===== src/tcpct_pkg.sv =====
`default_nettype none
// ----------------------------------------------------------------------------
// tcpct_pkg
// Shared types and constants of the TCP connection table.
// ----------------------------------------------------------------------------
package tcpct_pkg;

  localparam int unsigned ETHER_BYTES   = 14;
  localparam int unsigned IP_MIN_BYTES  = 20;
  localparam int unsigned TCP_MIN_BYTES = 20;
  localparam int unsigned MIN_FRAME     = ETHER_BYTES + IP_MIN_BYTES;
  localparam int unsigned QUEUE_DEPTH   = 2;

  typedef enum logic [1:0] {
    ST_NEW   = 2'd0,
    ST_HIT   = 2'd1,
    ST_SHORT = 2'd2,
    ST_FULL  = 2'd3
  } status_t;

  typedef struct packed {
    logic [31:0] src_addr;
    logic [31:0] dst_addr;
    logic [15:0] sport;
    logic [15:0] dport;
  } key_t;

  typedef struct packed {
    logic too_short;
    key_t key;
  } item_t;

endpackage
`default_nettype wire


===== src/tcpct_fifo.sv =====
`default_nettype none
// ----------------------------------------------------------------------------
// tcpct_fifo
// Short queue of classified items between the front and back parts.
// ----------------------------------------------------------------------------
module tcpct_fifo (
  input  wire logic               clk,
  input  wire logic               rst_n,
  input  wire logic               push_valid,
  output logic                    push_ready,
  input  wire tcpct_pkg::item_t   push_data,
  output logic                    pop_valid,
  input  wire logic               pop_ready,
  output tcpct_pkg::item_t        pop_data
);
  import tcpct_pkg::*;

  localparam int unsigned PTR_W = (QUEUE_DEPTH > 1) ? $clog2(QUEUE_DEPTH) : 1;
  localparam int unsigned CNT_W = $clog2(QUEUE_DEPTH + 1);

  item_t            slots_r [QUEUE_DEPTH];
  logic [PTR_W-1:0] wr_ptr_r;
  logic [PTR_W-1:0] rd_ptr_r;
  logic [CNT_W-1:0] fill_r;
  logic             push;
  logic             pop;

  assign push_ready = fill_r != CNT_W'(QUEUE_DEPTH);
  assign pop_valid  = fill_r != '0;
  assign pop_data   = slots_r[rd_ptr_r];
  assign push       = push_valid && push_ready;
  assign pop        = pop_valid && pop_ready;

  always_ff @(posedge clk) begin
    if (!rst_n) begin
      wr_ptr_r <= '0;
      rd_ptr_r <= '0;
      fill_r   <= '0;
    end else begin
      if (push) begin
        wr_ptr_r <= (wr_ptr_r == PTR_W'(QUEUE_DEPTH - 1)) ? '0 : wr_ptr_r + 1'b1;
      end
      if (pop) begin
        rd_ptr_r <= (rd_ptr_r == PTR_W'(QUEUE_DEPTH - 1)) ? '0 : rd_ptr_r + 1'b1;
      end
      fill_r <= fill_r + CNT_W'(push) - CNT_W'(pop);
    end
  end

  always_ff @(posedge clk) begin
    if (push) begin
      slots_r[wr_ptr_r] <= push_data;
    end
  end

endmodule
`default_nettype wire


===== config.mk =====
export PLATFORM = sky130hd
export DESIGN_NAME = tcpct_fifo
export DESIGN_NICKNAME = d
export VERILOG_FILES = /design/src/tcpct_pkg.sv /design/src/tcpct_fifo.sv
export SDC_FILE = /design/constraint.sdc
export NUM_CORES = 1
export LEC_CHECK = 0
export ABC_AREA = 1
export BUFFER_PORTS_ARGS = -buffer_cell sky130_fd_sc_hd__buf_2
export CAP_MARGIN = 20
export CORE_ASPECT_RATIO = 1.1
export CORE_MARGIN = 2
export CORE_UTILIZATION = 35
export CTS_BUF_LIST = sky130_fd_sc_hd__clkbuf_16
export CTS_CLUSTER_SIZE = 12
export DETAILED_ROUTE_END_ITERATION = 8
export SLEW_MARGIN = 20
export SYNTH_ARGS = -nofsm -noshare
export SYNTH_HDL_FRONTEND = slang
export SYNTH_SLANG_ARGS = --single-unit

===== constraint.sdc =====
create_clock -name clk -period 14.05 [get_ports clk]
set_clock_uncertainty 0.15 [all_clocks]
set_input_delay 1.405 -clock clk [delete_from_list [all_inputs] [get_ports clk]]
set_output_delay 1.405 -clock clk [all_outputs]
set_load 0.02 [all_outputs]

==> out/metrics.cfg, run 1 <==
[yosys]
syn-cell-area_sq_um=7350
synth_async_sr_flop_share_pct=0
ys.flop_type=edfxtp_1
yosys.area.top_type=edfxtp_1
synth-edff-count=194
post-synth-top-count-cell=edfxtp_1
syn_area_per_cell_sq_um=21.7
yosysUniqueCellTypes=13
synth_seq_cells=199
syn-num-nets=440
synth_top_area_share_pct=79.3
yosys_warnings=0
syn_inst=338
synth_seq_area_share_pct=80.6
synthTopCellsByArea=edfxtp_1 (79%), mux2_2 (10%), mux2_4 (6.1%)
synth_common_cells=edfxtp_1 (194), mux2_2 (67), mux2_4 (30), nand2_1 (11), nor2_1 (9)

[outcome]
status=finished, final reports clean

[clock_network]
ctsHoldBuffers=0
root_buffer=clkbuf_16
ctsHtreeMaxLevel=4
cts_setup_buffers=0
numCtsBuffers=17
tritoncts=yes
clock_sinks=199
cts.path.max_buffers=2
cts.clk_slew.worst_paths_ns=0.07
ctsResizeCount=0
clock_latency_ns=0.43

[sta]
worst_slack_ns=9.91
final-hold-violation-count=0
fin_crit_ns=4.14
setup_viol=0
fin_crit_sh_pct=29.4
tightest_slew_ns=1.01
rsz0062_at_grt=false
slew_violations=0
maxClockFrequency_mhz=242
slew_headroom_pct=32.3
setup-tns-final_ns=0

[global_route]
gr-usage-all-layers_pct=12.7
grt_start_max_net_pins=64
overflow=0
antenna_found_initial=1
grt_pass1_vias=4066
grt_pass1_wl_mm=20.9

[worst_setup_path]
ff2ff_path_depth=5
cp_max_fo=50
crit_type=reg -> out
end_kind=primary output
cp-start-kind=flop
timing.rr.start=fill_r[0]
critPathRequiredTime_ns=12.49
arrival_ns=2.58
regToRegSetupSlack_ns=11.06
regToRegEndpoint=slots_r[0][56]

[drt]
route.detailed.drc=0
drtIter0Drc=186
first_pass_iters=6
wl_mm=13.8
vias=3697
ant_nets=0
wl_per_cell_um=16.8
viasPerCell=4.51

[finish]
multi_input_area_sq_um=1330
regArea_sq_um=5930
nets=651
fin_cells=819
drive_gt1_share_pct=59.6
syn_to_final_growth_pct=25.4
nFillCells=1798

[die]
io_pins=200
die_w_um=142
die_y_um=156
die_area_sq_um=22200
core-area_sq_um=20600
rows=55
initial_core_util_pct=35.7

[power]
power_w=0.00171
pwr_density_cell_nw_per_um2=186
leakage_nw=3.49
peakVddDrop_mv=0.105

[worst_hold_path]
hp-class=reg -> reg
hp-start=rd_ptr_r
holdPathEnd=rd_ptr_r
holdPathStages=2

[placement]
preCtsSetupSlack_ns=10.01
dp_cells=786
place_hpwl_mm=9.12
numPortBuffers=199
gp_congestion=0.740

[flow_run]
cap_violations=0

==> kinds of logic (layout without fill, tap and decap cells) <==
logic type | count (synthesis) | in the layout | share of synthesized area [%]
buffers and inverters | 18 | 242 | 1.53
and+or+nand+nor | 21 | 21 | 1.09
adders and majority gates | 1 | 1 | 0.170
AOI/OAI and AO/OA | 1 | 1 | 0.0680
muxes | 97 | 97 | 16.4
xor gates and xnor gates | 1 | 1 | 0.119
other | 0 | 1 | 0
DFF | 199 | 199 | 80.6
==> power breakdown <==
group	switching (W)	leakage [nW]	internal, W
logic	0.000260	1.35	0.000181
clock network	0.000229	0.284	0.000253
registers	0.0000370	1.85	0.000753
==> routing by layer <==
metal / share of wire (%) / vias to the layer above / track usage [%]
met5: 0 / - / 0
met1: 38 / 1823 / 13.7
met2: 53 / 124 / 22.4
met4: 0.93 / 0 / 4.05
met3: 7.4 / 10 / 5.37
li1: - / 1740 / -
==> sequential cells by signal (all words and copies together) (netlist names), named ones only <==
register	flops
wr_ptr_r	1
rd_ptr_r	1
slots_r	194
fill_r	2
==> worst max-delay path by stage <==
stage | end | slack (ns)
2_1_floorplan | slots_r[1][0] | 7.72
3_3_place_gp | slots_r[0][50] | 10.10
3_5_place_dp | slots_r[0][83] | 10.01
4_1_cts | pop_data[44] | 9.77
5_1_grt | pop_data[44] | 9.69
6_report | pop_data[44] | 9.91
==> cell type report <==
class	count	share of cell area, %
Inverter	7	0.285
Clock inverter	15	1.72
Sequential cell	199	64.3
Multi-Input combinational cell	121	14.4
Timing Repair Buffer	203	11.1
Clock buffer	17	4.62
Antenna cell	1	0.0272
Tap cell	256	3.48
==> critical path, cell delays in order, from the launching register on <==
cell and delay, ns:
dfxtp_4 0.81, buf_4 0.72, mux2_2 0.43, buf_2 0.17
==> through the flow <==
stage	util (%)	area (sq um)	hold slack, ns
after floorplan	-	7350	0.317
after global placement	41.9	8630	0.331
after detailed placement	41.9	8630	0.345
after CTS	44.8	9210	0.364
after global routing	44.8	9210	0.411
final	44.8	9220	0.357
==> cells in the final DEF (no fill, tap or decap), types with 2 or more instances in the layout <==
master,synthesis,layout
inv_1,7,7
inv_6,0,3
clkinv_4,0,3
mux2_4,30,30
dfxtp_1,5,4
inv_8,0,5
nor2_1,9,7
mux2_2,67,67
nor2_4,0,2
clkinvlp_4,0,2
nand2_1,11,11
edfxtp_1,194,194
buf_2,6,199
buf_4,0,4
clkbuf_16,0,17
(Power assumes the default switching activity.)
==> inputs of run 2 (changes only) <==
- ABC_AREA: 1 -> 0
- clock period: 14.05 -> 3.4 ns (I/O delays scaled with it)
==> run 2 against run 1 <==
Largest power group unchanged; sequential power rose to 3.9 times the previous value; via count increased by 11%; clock-buffer cell count stayed put; register-to-register slack worse by 9.9 ns; sequential share of layout area is 6.5 points lower; routed wire length up 9.2%; utilization grew 4.8 points.
==> out/metrics.cfg, run 2 <==
[placement]
numPortBuffers=199  ; unchanged
dpl_cell_area_sq_um=8720  ; +1.0%
place_hpwl_mm=9.77  ; +7.1%
dp_cells=781  ; -0.64%
gp_congestion=0.729  ; -1.5%

[power]
power_w=0.00665  ; +290%
power.switching_w=0.00185  ; +250%
pwr-share-seq_pct=46.9  ; +0.7 points
intPower_w=0.00480  ; +300%
leakage_nw=3.89  ; +12%
combPwrFrac_pct=24.4  ; -1.3 points
peakVddDrop_mv=0.341  ; +230%
swShare_pct=27.8  ; -2.9 points
pwr_density_cell_nw_per_um2=649  ; +250%
p_clk_share_pct=28.7  ; +0.6 points

[worst_hold_path]
hp-class=in -> reg
holdPathStages=2  ; unchanged
hp-start=rst_n

[worst_setup_path]
regToRegSetupSlack_ns=1.17  ; -9.89 ns
timing.rr.start=fill_r[0]
critPathRequiredTime_ns=2.91  ; -9.58 ns
arrival_ns=2.08  ; -0.50 ns
ff2ff_path_depth=4  ; -1
cp_slowest_cell=dfxtp_4
end_kind=primary output
crit_type=reg -> out
regToRegEndpoint=slots_r[0][34]
cp_max_fo=49  ; -2.0%
cpPeakStageDelay_ns=0.82  ; about the same
path_cells=buf_12 -> mux2_2 -> buf_2
cp-start-kind=flop

[yosys]
yosysUniqueCellTypes=24  ; +11
synth_seq_area_share_pct=80.3  ; -0.33 points
syn_area_per_cell_sq_um=22.3  ; +2.5%
syn_inst=331  ; -2.1%
syn-cell-area_sq_um=7380  ; +0.41%
synthTopCellsByArea=edfxtp_1 (79%), mux2_2 (10%), mux2_4 (6.1%)
yosys_warnings=0  ; unchanged
synth_seq_cells=199  ; unchanged
synth_common_cells=edfxtp_1 (194), mux2_2 (67), mux2_4 (30), buf_2 (6)
ys.flop_type=edfxtp_1
synth-edff-count=194  ; unchanged
syn-num-nets=433  ; -1.6%
synth_top_area_share_pct=78.9  ; -0.32 points
yosys.area.top_type=edfxtp_1
post-synth-top-count-cell=edfxtp_1
synth_async_sr_flop_share_pct=0  ; unchanged

[clock_network]
cts.clk_slew.worst_paths_ns=0.07  ; about the same
numCtsBuffers=17  ; unchanged
cts_setup_buffers=0  ; unchanged
root_buffer=clkbuf_16
ctsHoldBuffers=97  ; +97
cts.path.max_buffers=2  ; unchanged
tritoncts=yes
clock_sinks=199  ; unchanged
ctsHtreeMaxLevel=4  ; unchanged
ctsResizeCount=0  ; unchanged
clock_latency_ns=0.42  ; about the same

[global_route]
gr-usage-all-layers_pct=13.6  ; +1.0 points
antenna_found_initial=1  ; unchanged
overflow=0  ; unchanged
grt_start_max_net_pins=50  ; -22%
grt_pass1_wl_mm=23.0  ; +9.9%
grt_pass1_vias=4411  ; +8.5%

[finish]
reg_top3=slots_r: 194 flops, fill_r: 2 flops
drive_gt1_share_pct=51.4  ; -8.2 points
final_cell_mix=buf_2 (199), edfxtp_1 (194), dlygate4sd3_1 (97)
final_common_cell=buf_2
nets=743  ; +14%
fin_cells=909  ; +11%
largest_register_ffs=194  ; unchanged
final_area_sq_um=10200  ; +11%
syn_to_final_growth_pct=38.8
final_util_pct=49.6  ; +4.8 points
largest_register=slots_r

[die]
io_pins=200  ; unchanged
initial_core_util_pct=35.7  ; about the same
die_area_sq_um=22300  ; +0.40%
core-area_sq_um=20600  ; +0.33%
die_w_um=142  ; +0.20%
rows=55  ; unchanged
die_y_um=156  ; +0.20%

[sta]
rsz0062_at_grt=false
setup_viol=0  ; unchanged
setup-tns-final_ns=0  ; unchanged
slew_headroom_pct=52.8  ; +21 points
maxClockFrequency_mhz=389
tightest_slew_ns=0.707  ; -0.306 ns
slew_violations=0  ; unchanged
fin_crit_ns=2.57
final-hold-violation-count=0  ; unchanged
fin_crit_sh_pct=75.5

[outcome]
status=finished, final reports clean

[drt]
vias=4114  ; +11%
first_pass_iters=4  ; -2
wl_per_cell_um=16.5  ; -1.6%
route.detailed.drc=0  ; unchanged
drtIter0Drc=193  ; +3.8%
wl_mm=15.0  ; +9.2%
ant_nets=0  ; unchanged
viasPerCell=4.53  ; +0.26%

[flow_run]
cap_violations=0  ; unchanged

-- run 2: changes by cell type after synthesis, sizes merged, moves of 3 or more --
cell / change
nand2: -10
nor2: -7
inv: -6
and2: +3
-- run 2: power groups by stage --
| stage | registers (W) | clock network [W] | logic, W |
|---|---|---|---|
| 2_1_floorplan | 0.00309 | 0 | 0.00114 |
| 5_1_grt | 0.00315 | 0.00206 | 0.00173 |
| 3_3_place_gp | 0.00316 | 0 | 0.00153 |
| 4_1_cts | 0.00312 | 0.00197 | 0.00165 |
| 6_report | 0.00312 | 0.00191 | 0.00162 |
| 3_5_place_dp | 0.00318 | 0 | 0.00155 |
-- run 2: how the worst max path moves through the flow --
stage                     startpoint        endpoint  slack (ns)
after CTS                       flop     pop_data[5]        0.78
after global routing            flop     pop_data[7]        0.70
after floorplan            fill_r[0]   slots_r[0][0]        0.09
final                           flop     pop_data[5]        0.83
after global placement     fill_r[0]  slots_r[0][32]        1.26
after detailed placement   fill_r[0]  slots_r[0][32]        1.17
-- run 2: area by class of cell --
cell class | count | area [sq um]
fill | 1745 | 10400
multi-input combinational | 120 | 1370
clock inverter | 13 | 131
inverter | 1 | 6.26
antenna | 1 | 2.50
tap | 256 | 320
timing repair buffer | 302 | 2060
clock buffer | 17 | 425
sequential | 199 | 5930
-- run 2: kinds of logic after synthesis --
kind of cell,after synthesis,share of synthesized area (%)
flip-flops,199,80.3
adder cells (fa/ha/maj),1,0.170
XOR/XNOR,1,0.119
AND/OR/NAND/NOR,13,1.00
buffers and inverters,12,1.22
multiplexers,98,16.5
AO/OA/AOI/OAI,7,0.729
-- run 2: critical path, delay by kind of cell, from the launching register on --
kind | cells | cell delay [ns]
buffers and inverters | 2 | 0.45
flip-flops | 1 | 0.82
multiplexers | 1 | 0.36
-- run 2: metal layers --
metal / part of all wire (%) / vias to the layer above / track usage (%)
met3: 6.9 / 14 / 4.99
met2: 52 / 131 / 24.3
li1: - / 1928 / -
met1: 40 / 2041 / 15.5
met4: 1.1 / 0 / 3.58
met5: 0 / - / 0
-- run 2: metrics by stage --
stage	hold slack, ns	setup WS [ns]
global route	0.0271	0.702
CTS	0.0196	0.775
floorplan	0.289	0.0890
finish	0.0484	0.832
global placement	0.378	1.26
detailed placement	0.382	1.17
