--- config.mk ---
export PLATFORM = sky130hd
export DESIGN_NAME = tcpct_front
export DESIGN_NICKNAME = d
export VERILOG_FILES = /design/src/tcpct_pkg.sv /design/src/tcpct_front.sv
export SDC_FILE = /design/constraint.sdc
export NUM_CORES = 1
export LEC_CHECK = 0
export BUFFER_PORTS_ARGS = -buffer_cell sky130_fd_sc_hd__buf_2
export CAP_MARGIN = 20
export CORE_ASPECT_RATIO = 1.25
export CORE_MARGIN = 3
export CORE_UTILIZATION = 42
export DETAILED_ROUTE_END_ITERATION = 8
export PLACE_DENSITY = 0.81
export RECOVER_POWER = 50
export SLEW_MARGIN = 15
export SYNTH_ARGS = -nofsm -noshare
export SYNTH_HDL_FRONTEND = slang
export SYNTH_SLANG_ARGS = --single-unit
--- constraint.sdc ---
create_clock -name clk -period 3.78 [get_ports clk]
set_clock_uncertainty 0.15 [all_clocks]
set_input_delay 0.567 -clock clk [delete_from_list [all_inputs] [get_ports clk]]
set_output_delay 0.567 -clock clk [all_outputs]
set_load 0.01 [all_outputs]
--- src/tcpct_pkg.sv ---
`default_nettype none
// ----------------------------------------------------------------------------
// tcpct_pkg
// Shared types and constants of the TCP connection table.
// ----------------------------------------------------------------------------
package tcpct_pkg;

  localparam int unsigned ETHER_BYTES   = 14;
  localparam int unsigned IP_MIN_BYTES  = 20;
  localparam int unsigned TCP_MIN_BYTES = 20;
  localparam int unsigned MIN_FRAME     = ETHER_BYTES + IP_MIN_BYTES;
  localparam int unsigned QUEUE_DEPTH   = 2;

  typedef enum logic [1:0] {
    ST_NEW   = 2'd0,
    ST_HIT   = 2'd1,
    ST_SHORT = 2'd2,
    ST_FULL  = 2'd3
  } status_t;

  typedef struct packed {
    logic [31:0] src_addr;
    logic [31:0] dst_addr;
    logic [15:0] sport;
    logic [15:0] dport;
  } key_t;

  typedef struct packed {
    logic too_short;
    key_t key;
  } item_t;

endpackage
`default_nettype wire

--- src/tcpct_front.sv ---
`default_nettype none
// ----------------------------------------------------------------------------
// tcpct_front
// Input stage: takes an item, runs the header length checks, registers the
// classified item for the queue.
// ----------------------------------------------------------------------------
module tcpct_front (
  input  wire logic               clk,
  input  wire logic               rst_n,
  input  wire logic               in_valid,
  output logic                    in_ready,
  input  wire logic [15:0]        in_frame_length,
  input  wire logic [3:0]         in_ip_header_words,
  input  wire logic [31:0]        in_source_address,
  input  wire logic [31:0]        in_destination_address,
  input  wire logic [15:0]        in_source_port,
  input  wire logic [15:0]        in_destination_port,
  output logic                    push_valid,
  input  wire logic               push_ready,
  output tcpct_pkg::item_t        push_data
);
  import tcpct_pkg::*;

  logic        valid_r;
  item_t       item_r;
  item_t       item_nxt;
  logic [15:0] rest;
  logic [15:0] tail;
  logic [5:0]  hdr_bytes;

  assign hdr_bytes = {in_ip_header_words, 2'b00};
  assign rest      = in_frame_length - 16'(ETHER_BYTES);
  assign tail      = rest - 16'(hdr_bytes);

  always_comb begin
    item_nxt.key.src_addr = in_source_address;
    item_nxt.key.dst_addr = in_destination_address;
    item_nxt.key.sport    = in_source_port;
    item_nxt.key.dport    = in_destination_port;
    item_nxt.too_short    = (in_frame_length < 16'(MIN_FRAME)) ||
                            (rest < 16'(hdr_bytes)) ||
                            (tail < 16'(TCP_MIN_BYTES));
  end

  assign in_ready   = !valid_r || push_ready;
  assign push_valid = valid_r;
  assign push_data  = item_r;

  always_ff @(posedge clk) begin
    if (!rst_n) begin
      valid_r <= 1'b0;
    end else if (in_ready) begin
      valid_r <= in_valid;
    end
  end

  always_ff @(posedge clk) begin
    if (in_valid && in_ready) begin
      item_r <= item_nxt;
    end
  end

endmodule
`default_nettype wire

==> results.toml, run 1 <==
[status]
outcome = "finished, violations left"
violations = "max-capacitance violations, max-slew violations"

[placed_design]
place.detailed.hpwl_mm = 7.62
routability_congestion_estimate = 0.893
placed_area_mm2 = 0.00470
portBuffers = 217

[synth]
yosys.area_share.simple_pct = 5.02
synth_sequential_area_ratio_pct = 84.1
synth_compound_gate_area_share_pct = 5.49
post_synth_xor_area_fraction_pct = 2.01
synthesis.area_mm2 = 0.00349
largest_family_of_logic_cells_by_synthesized_area = "compound AO/OA/AOI/OAI gates"
ys.warnings.count = 0
synth.ff_latch_count = 98
syn_avg_cell_area_um2 = 20.0
synth.lib_cells_used.distinct = 38
synth_adder_area_share_pct = 2.37
ys.flop_type = "sky130_fd_sc_hd__edfxtp_1"
syn_inst = 174
postSynth.asyncResetShare_pct = 0
synthesized_net_count = 300
count_of_flip_flops_with_a_built_in_enable_after_synthesis = 97
post_synth_mux_area_share_pct = 0

[global_routing]
grt_pass1_vias = 2440
global_route.usage.total_pct = 19.3
grt_antenna_before_repair = 1
grt_overflow_total = 0
groute.layer.met1.usage_pct = 18.7
grt_first_pass_wirelength_mm = 13.0
top_usage_layer = "met2"
groute.layer.met2.usage_pct = 33.4
grt.met3_usage_pct = 8.88
largest_net_degree_at_the_start_of_global_routing = 49

[cts]
insertion_delay_ns = 0.35
cts_num_sinks = 98
clkTransAtPathRegs_ns = 0.09
post_cts_buffers = 0
cts_resized = 0
cts_htree_levels = 3
cts-root-to-sink-buffers = 2
tritoncts = "yes"
clock_tree.root_cell = "sky130_fd_sc_hd__clkbuf_8"
cts_buffers = 9
ctsHoldBuffers = 0

[route]
num_vias = 2491
wl_per_cell_um = 19.3
ant_nets = 0
drt_first_pass_iters = 5
dr_drc_count = 0
post_drt_via_cell_ratio = 4.98
first_drt_iteration_drcs = 141
wirelength_mm = 9.63

[final_layout]
nets = 528
drive_gt1_share_pct = 56.5
syn2layout_area_growth_pct = 39.4
fillers = 600
multi_input_logic_area_um2 = 519
seqCellArea_mm2 = 0.00293
antennaDiodeCount = 0
final_cell_area_mm2 = 0.00486

[sta]
setup-violations-final = 0
grt_setup_unrepaired = "no"
min_period_over_period_pct = 79.2
hold_viol = 0
transition_at_the_pin_with_the_smallest_max_transition_slack_ns = 2.04
finalHoldWorstSlack_ns = 0.238
tns_ns = 0
timing.final.max_slew_violations = 49
timing.slew.headroom_pct = -35.7
max_freq_ghz = 0.334
fin_crit_ns = 3.00

[floorplan]
dieArea_mm2 = 0.00944
placement_rows = 36
starting_density_of_the_core_pct = 44.0
die_width_um = 87.5
io_pins = 219
core_area_mm2 = 0.00793
chipHeight_um = 108

[power]
power_per_cell_area_mw_per_mm2 = 446
power_leakage_nw = 2.09
total_power_mw = 2.17
power.ir.vdd_worst_v = 0.000350

[worst_setup_path]
setup.worst_path.start_class = "flop"
criticalPathCategory = "reg2reg"
regToRegStartpoint = "push_valid$_SDFFE_PN0N_"
timing.critical_path.to_type = "flop"
rrSetupSlack_ns = 0.78
timing.critical_path.fanout_max = 48
crit-reg2reg-capture = "push_data[1]$_DFFE_PP_"
crit_start = "push_valid$_SDFFE_PN0N_"
reg2reg_path_depth = 3
worstPathArrival_ns = 2.86
crit_required_ns = 3.65

[job]
max_cap_violations = 1

[hold_path]
min_path_cells = 1
min_from = "in_source_address[4]"
hold_path_end = "push_data[68]$_DFFE_PP_"
hold_class = "in2reg"
layout by cell type, fill, tap and decap left out, types with 3 or more instances in the layout:
master                     count
sky130_fd_sc_hd__a21oi_1       4
sky130_fd_sc_hd__buf_2       212
sky130_fd_sc_hd__clkbuf_1      7
sky130_fd_sc_hd__clkbuf_8      9
sky130_fd_sc_hd__edfxtp_1     97
sky130_fd_sc_hd__ha_1          5
sky130_fd_sc_hd__inv_1         6
sky130_fd_sc_hd__nand2_1       4
sky130_fd_sc_hd__nand2b_1      4
sky130_fd_sc_hd__nor2_1        6
sky130_fd_sc_hd__nor4_1        4
sky130_fd_sc_hd__o31ai_1       3
sky130_fd_sc_hd__xnor2_1       4
sky130_fd_sc_hd__xor2_1        4
cells in the mapped netlist, drive strengths merged (3+ instances only):
cell type,count,area [um^2]
a21oi,4,20.0
edfxtp,97,2910
ha,5,62.6
inv,6,22.5
nand2,4,15.0
nand2b,4,25.0
nor2,6,22.5
nor4,4,25.0
o31ai,3,22.5
xnor2,4,35.0
xor2,4,35.0
flip-flops by register name, summed over array words and instances, names as in the netlist:
register    flops
push_data      97
push_valid      1
cell type report:
cell class / count / share of cell area (%)
Clock buffer: 11 / 2.70
Clock inverter: 3 / 0.875
Inverter: 6 / 0.463
Multi-Input combinational cell: 68 / 10.7
Sequential cell: 98 / 60.3
Tap cell: 95 / 2.44
Timing Repair Buffer: 219 / 22.5
layer usage:
layer,up-vias,part of all wire (%),routed length [um]
met5,-,0.13,13
met4,2,4.0,386
met3,28,13,1280
met2,173,51,4950
met1,1149,31,3010
li1,1139,-,-
metrics by stage:
stage / utilization [%] / worst slack, ns / instances
after global placement: 59.2 / 0.626 / 486
after detailed placement: 59.2 / 0.528 / 486
final: 61.3 / 0.784 / 500
after CTS: 61.4 / 0.894 / 500
after global routing: 61.3 / 0.543 / 500
after floorplan: - / 0.139 / 174
how the worst max path moves through the flow:
stage / end / slack (ns) / cells past startpoint
2_1_floorplan: push_data[0]$_DFFE_PP_ / 0.14 / 2
3_3_place_gp: push_data[96]$_DFFE_PP_ / 0.63 / 11
3_5_place_dp: push_data[96]$_DFFE_PP_ / 0.53 / 11
4_1_cts: push_data[96]$_DFFE_PP_ / 0.89 / 11
5_1_grt: push_data[50]$_DFFE_PP_ / 0.54 / 3
6_report: push_data[1]$_DFFE_PP_ / 0.78 / 3
worst max-delay path: stages (launching register included):
cell and delay, ns:
sky130_fd_sc_hd__dfxtp_1 0.33, sky130_fd_sc_hd__nand2b_1 0.10, sky130_fd_sc_hd__and2_1 1.51, sky130_fd_sc_hd__buf_4 0.54
power by group:
group / total (mW) / internal [mW] / switching, mW / leakage [nW]
clock network: 0.616 / 0.298 / 0.318 / 0.0853
logic: 0.267 / 0.114 / 0.153 / 1.06
registers: 1.28 / 1.27 / 0.0145 / 0.947
cells by family after synthesis:
group,Yosys count
fa+ha+maj,6
simple gates,31
compound gates,23
xor+xnor,8
flops,98
buf+inv,8
Note: power is estimated with default switching activity, not from simulation.
==> inputs of run 2 (changes only) <==
--- a/config.mk
+++ b/config.mk
@@ -5,13 +5,14 @@
 export SDC_FILE = /design/constraint.sdc
 export NUM_CORES = 1
 export LEC_CHECK = 0
+export ABC_AREA = 1
 export BUFFER_PORTS_ARGS = -buffer_cell sky130_fd_sc_hd__buf_2
 export CAP_MARGIN = 20
 export CORE_ASPECT_RATIO = 1.25
 export CORE_MARGIN = 3
-export CORE_UTILIZATION = 42
+export CORE_UTILIZATION = 39
 export DETAILED_ROUTE_END_ITERATION = 8
-export PLACE_DENSITY = 0.81
+export PLACE_DENSITY = 0.78
 export RECOVER_POWER = 50
 export SLEW_MARGIN = 15
 export SYNTH_ARGS = -nofsm -noshare
==> constraint.sdc (replaced) <==
create_clock -name clk -period 2.6 [get_ports clk]
set_clock_uncertainty 0.15 [all_clocks]
set_input_delay 0.39 -clock clk [delete_from_list [all_inputs] [get_ports clk]]
set_output_delay 0.39 -clock clk [all_outputs]
set_load 0.01 [all_outputs]
==> run 2 against run 1 <==
Compared with the run above: the flow now finishes without violations; count of clock-buffer cells in the layout down 2; critical endpoint is now push_data[96]$_DFFE_PP_; non-clock buffer count up 11; synthesized area up 5.8%; largest cell class unchanged; setup slack worse by 0.48 ns; critical path depth up 12; clock power up 130%; flip-flop and latch count unchanged; total power up 70%.
==> results.toml, run 2 <==
[cts]
clkTransAtPathRegs_ns = 0.07
tritoncts = "yes"
cts-root-to-sink-buffers = 2
post_cts_buffers = 0
cts_num_sinks = 98
cts_htree_levels = 3
ctsHoldBuffers = 0
cts_resized = 0
clock_tree.root_cell = "sky130_fd_sc_hd__clkbuf_16"
cts_buffers = 9
insertion_delay_ns = 0.32

[sta]
transition_at_the_pin_with_the_smallest_max_transition_slack_ns = 0.707
postLayoutSetupSlackWorst_ns = 0.305
hold_viol = 0
tns_ns = 0
max_freq_ghz = 0.436
timing.slew.headroom_pct = 52.8
min_period_over_period_pct = 88.3
timing.final.max_slew_violations = 0
fin_crit_ns = 2.29
setup-violations-final = 0
grt_setup_unrepaired = "no"

[route]
num_vias = 2809
first_drt_iteration_drcs = 178
dr_drc_count = 0
wl_per_cell_um = 16.8
drt_first_pass_iters = 4
wirelength_mm = 10.2
ant_nets = 0
post_drt_via_cell_ratio = 4.62

[status]
outcome = "finished, final reports clean"

[floorplan]
starting_density_of_the_core_pct = 40.2
dieArea_mm2 = 0.0107
io_pins = 219
die_width_um = 93
core_area_mm2 = 0.00917
chipHeight_um = 115
placement_rows = 39

[power]
comb_power_share_pct = 11.4
power_leakage_nw = 2.28
p_sw_uw = 808
total_power_mw = 3.68
power.ir.vdd_worst_v = 0.000344
power_frac_seq_pct = 50.8
clock_power_share_pct = 37.8
internal-power_mw = 2.87
sw_frac_of_total_pct = 22.0
power_per_cell_area_mw_per_mm2 = 690

[final_layout]
final_cell_area_mm2 = 0.00533
fin_util_pct = 58.1
antennaDiodeCount = 0
nets = 606
layout.cells.most_common = "sky130_fd_sc_hd__buf_2"
fillers = 761
most-common-layout-cells = "sky130_fd_sc_hd__buf_2, sky130_fd_sc_hd__edfxtp_1, sky130_fd_sc_hd__clkbuf_1"
largest_register_ff_count = 97
drive_gt1_share_pct = 44.1
syn2layout_area_growth_pct = 44.4

[worst_setup_path]
regToRegStartpoint = "push_valid$_SDFFE_PN0N_"
setup.worst_path.start_class = "input port"
crit_top_cell = "sky130_fd_sc_hd__nand3_1"
critical_path.cell_chain = "buf_2, ha_1, nand2_2, inv_1, nor2_1, inv_1, fa_1, or2_2, nand3_1, nand3_1, nor2_1, nand3_1, o21ai_1, nand2_1, nand2_1"
timing.critical_path.to_type = "flop"
critical-path-max-stage-delay_ns = 0.43
criticalPathCategory = "in2reg"
timing.critical_path.fanout_max = 3
worstPathArrival_ns = 2.33
crit_start = "in_frame_length[1]"
path_buf_inv = 3
cp_top_family = "simple AND/OR/NAND/NOR gates"
cp_slowest_cell = "sky130_fd_sc_hd__fa_1"
crit_required_ns = 2.64

[synth]
postSynth.asyncResetShare_pct = 0
syn_avg_cell_area_um2 = 15.4
ys_top_cells_by_count = "sky130_fd_sc_hd__edfxtp_1, sky130_fd_sc_hd__nand2_1, sky130_fd_sc_hd__inv_1"
synth_area_leaders = "sky130_fd_sc_hd__edfxtp_1, sky130_fd_sc_hd__nand2_1, sky130_fd_sc_hd__inv_1, sky130_fd_sc_hd__nand3_1, sky130_fd_sc_hd__nor2_1"
synth_top_area_cell = "sky130_fd_sc_hd__edfxtp_1"
count_of_flip_flops_with_a_built_in_enable_after_synthesis = 97
ys.warnings.count = 0
synthMostInstantiatedCell = "sky130_fd_sc_hd__edfxtp_1"
synth_sequential_area_ratio_pct = 79.5
synth.top_cell.area_share_pct = 78.9
synth.ff_latch_count = 98
syn_inst = 239
synthesized_net_count = 365
synth.lib_cells_used.distinct = 24
synthesis.area_mm2 = 0.00369
ys.flop_type = "sky130_fd_sc_hd__edfxtp_1"

[hold_path]
min_from = "in_destination_address[1]"
hold_class = "in2reg"

[global_routing]
grt_pass1_vias = 2787
grt_first_pass_wirelength_mm = 14.6
largest_net_degree_at_the_start_of_global_routing = 33
global_route.usage.total_pct = 18.3
grt_antenna_before_repair = 2
grt_overflow_total = 0

[placed_design]
placed_area_mm2 = 0.00507
portBuffers = 217
routability_congestion_estimate = 0.915
place.detailed.hpwl_mm = 8.26
detailedPlace.worstSlack_ns = -0.00999

[job]
max_cap_violations = 0
## run 2: worst paths after layout
check | endpoint | slack (ns) | cells past startpoint
worst max-delay path | push_data[96]$_DFFE_PP_ | 0.31 | 15
worst min-delay path | push_data[33]$_DFFE_PP_ | 0.09 | 1
worst max register to register | push_data[46]$_DFFE_PP_ | 0.92 | 2
worst min register to register | push_valid$_SDFFE_PN0N_ | 0.41 | 2
## run 2: cell families after synthesis
| logic type | synth area share [%] |
|---|---|
| xor gates and xnor gates | 1.66 |
| and+or+nand+nor | 13.2 |
| adders and majority gates | 2.24 |
| buffers and inverters | 2.34 |
| DFF | 79.5 |
| AOI/OAI and AO/OA | 1.05 |
## run 2: power by group through the flow
stage / logic (mW) / clock network (mW) / registers [mW]
after floorplan: 0.127 / 0 / 1.96
after global placement: 0.419 / 0 / 1.90
after detailed placement: 0.431 / 0 / 1.90
after CTS: 0.433 / 1.43 / 1.87
after global routing: 0.461 / 1.50 / 1.87
final: 0.418 / 1.39 / 1.87
## run 2: worst register-to-register path, delay by kind of cell, from the launching register on
kind            cells  cell delay [ns]
compound gates      1             0.59
flops               1             0.34
buf+inv             1             0.29
## run 2: final cells by class
| class | instances | area, um^2 | area share (%) |
|---|---|---|---|
| flip-flops and latches | 98 | 2930 | 55.0 |
| repair buffers | 230 | 1140 | 21.5 |
| multi-input cells | 118 | 682 | 12.8 |
| clock buffers | 9 | 225 | 4.23 |
| well taps | 123 | 154 | 2.89 |
| clock inverters | 7 | 98.8 | 1.85 |
| inverters | 23 | 91.3 | 1.71 |
## run 2: metrics by stage
stage	instances	hold WS, ns
floorplan	239	0.339
global placement	592	0.381
detailed placement	592	0.412
CTS	608	0.0701
global route	608	0.0653
finish	608	0.0850
## run 2: per-layer routing
layer  track usage [%]  vias to the layer above  wire length [um]
met2              32.8                      150              5270
li1                  -                     1327                 -
met5                 0                        -                27
met1              19.1                     1312              3470
met4              6.16                        4               157
met3              8.38                       16              1270
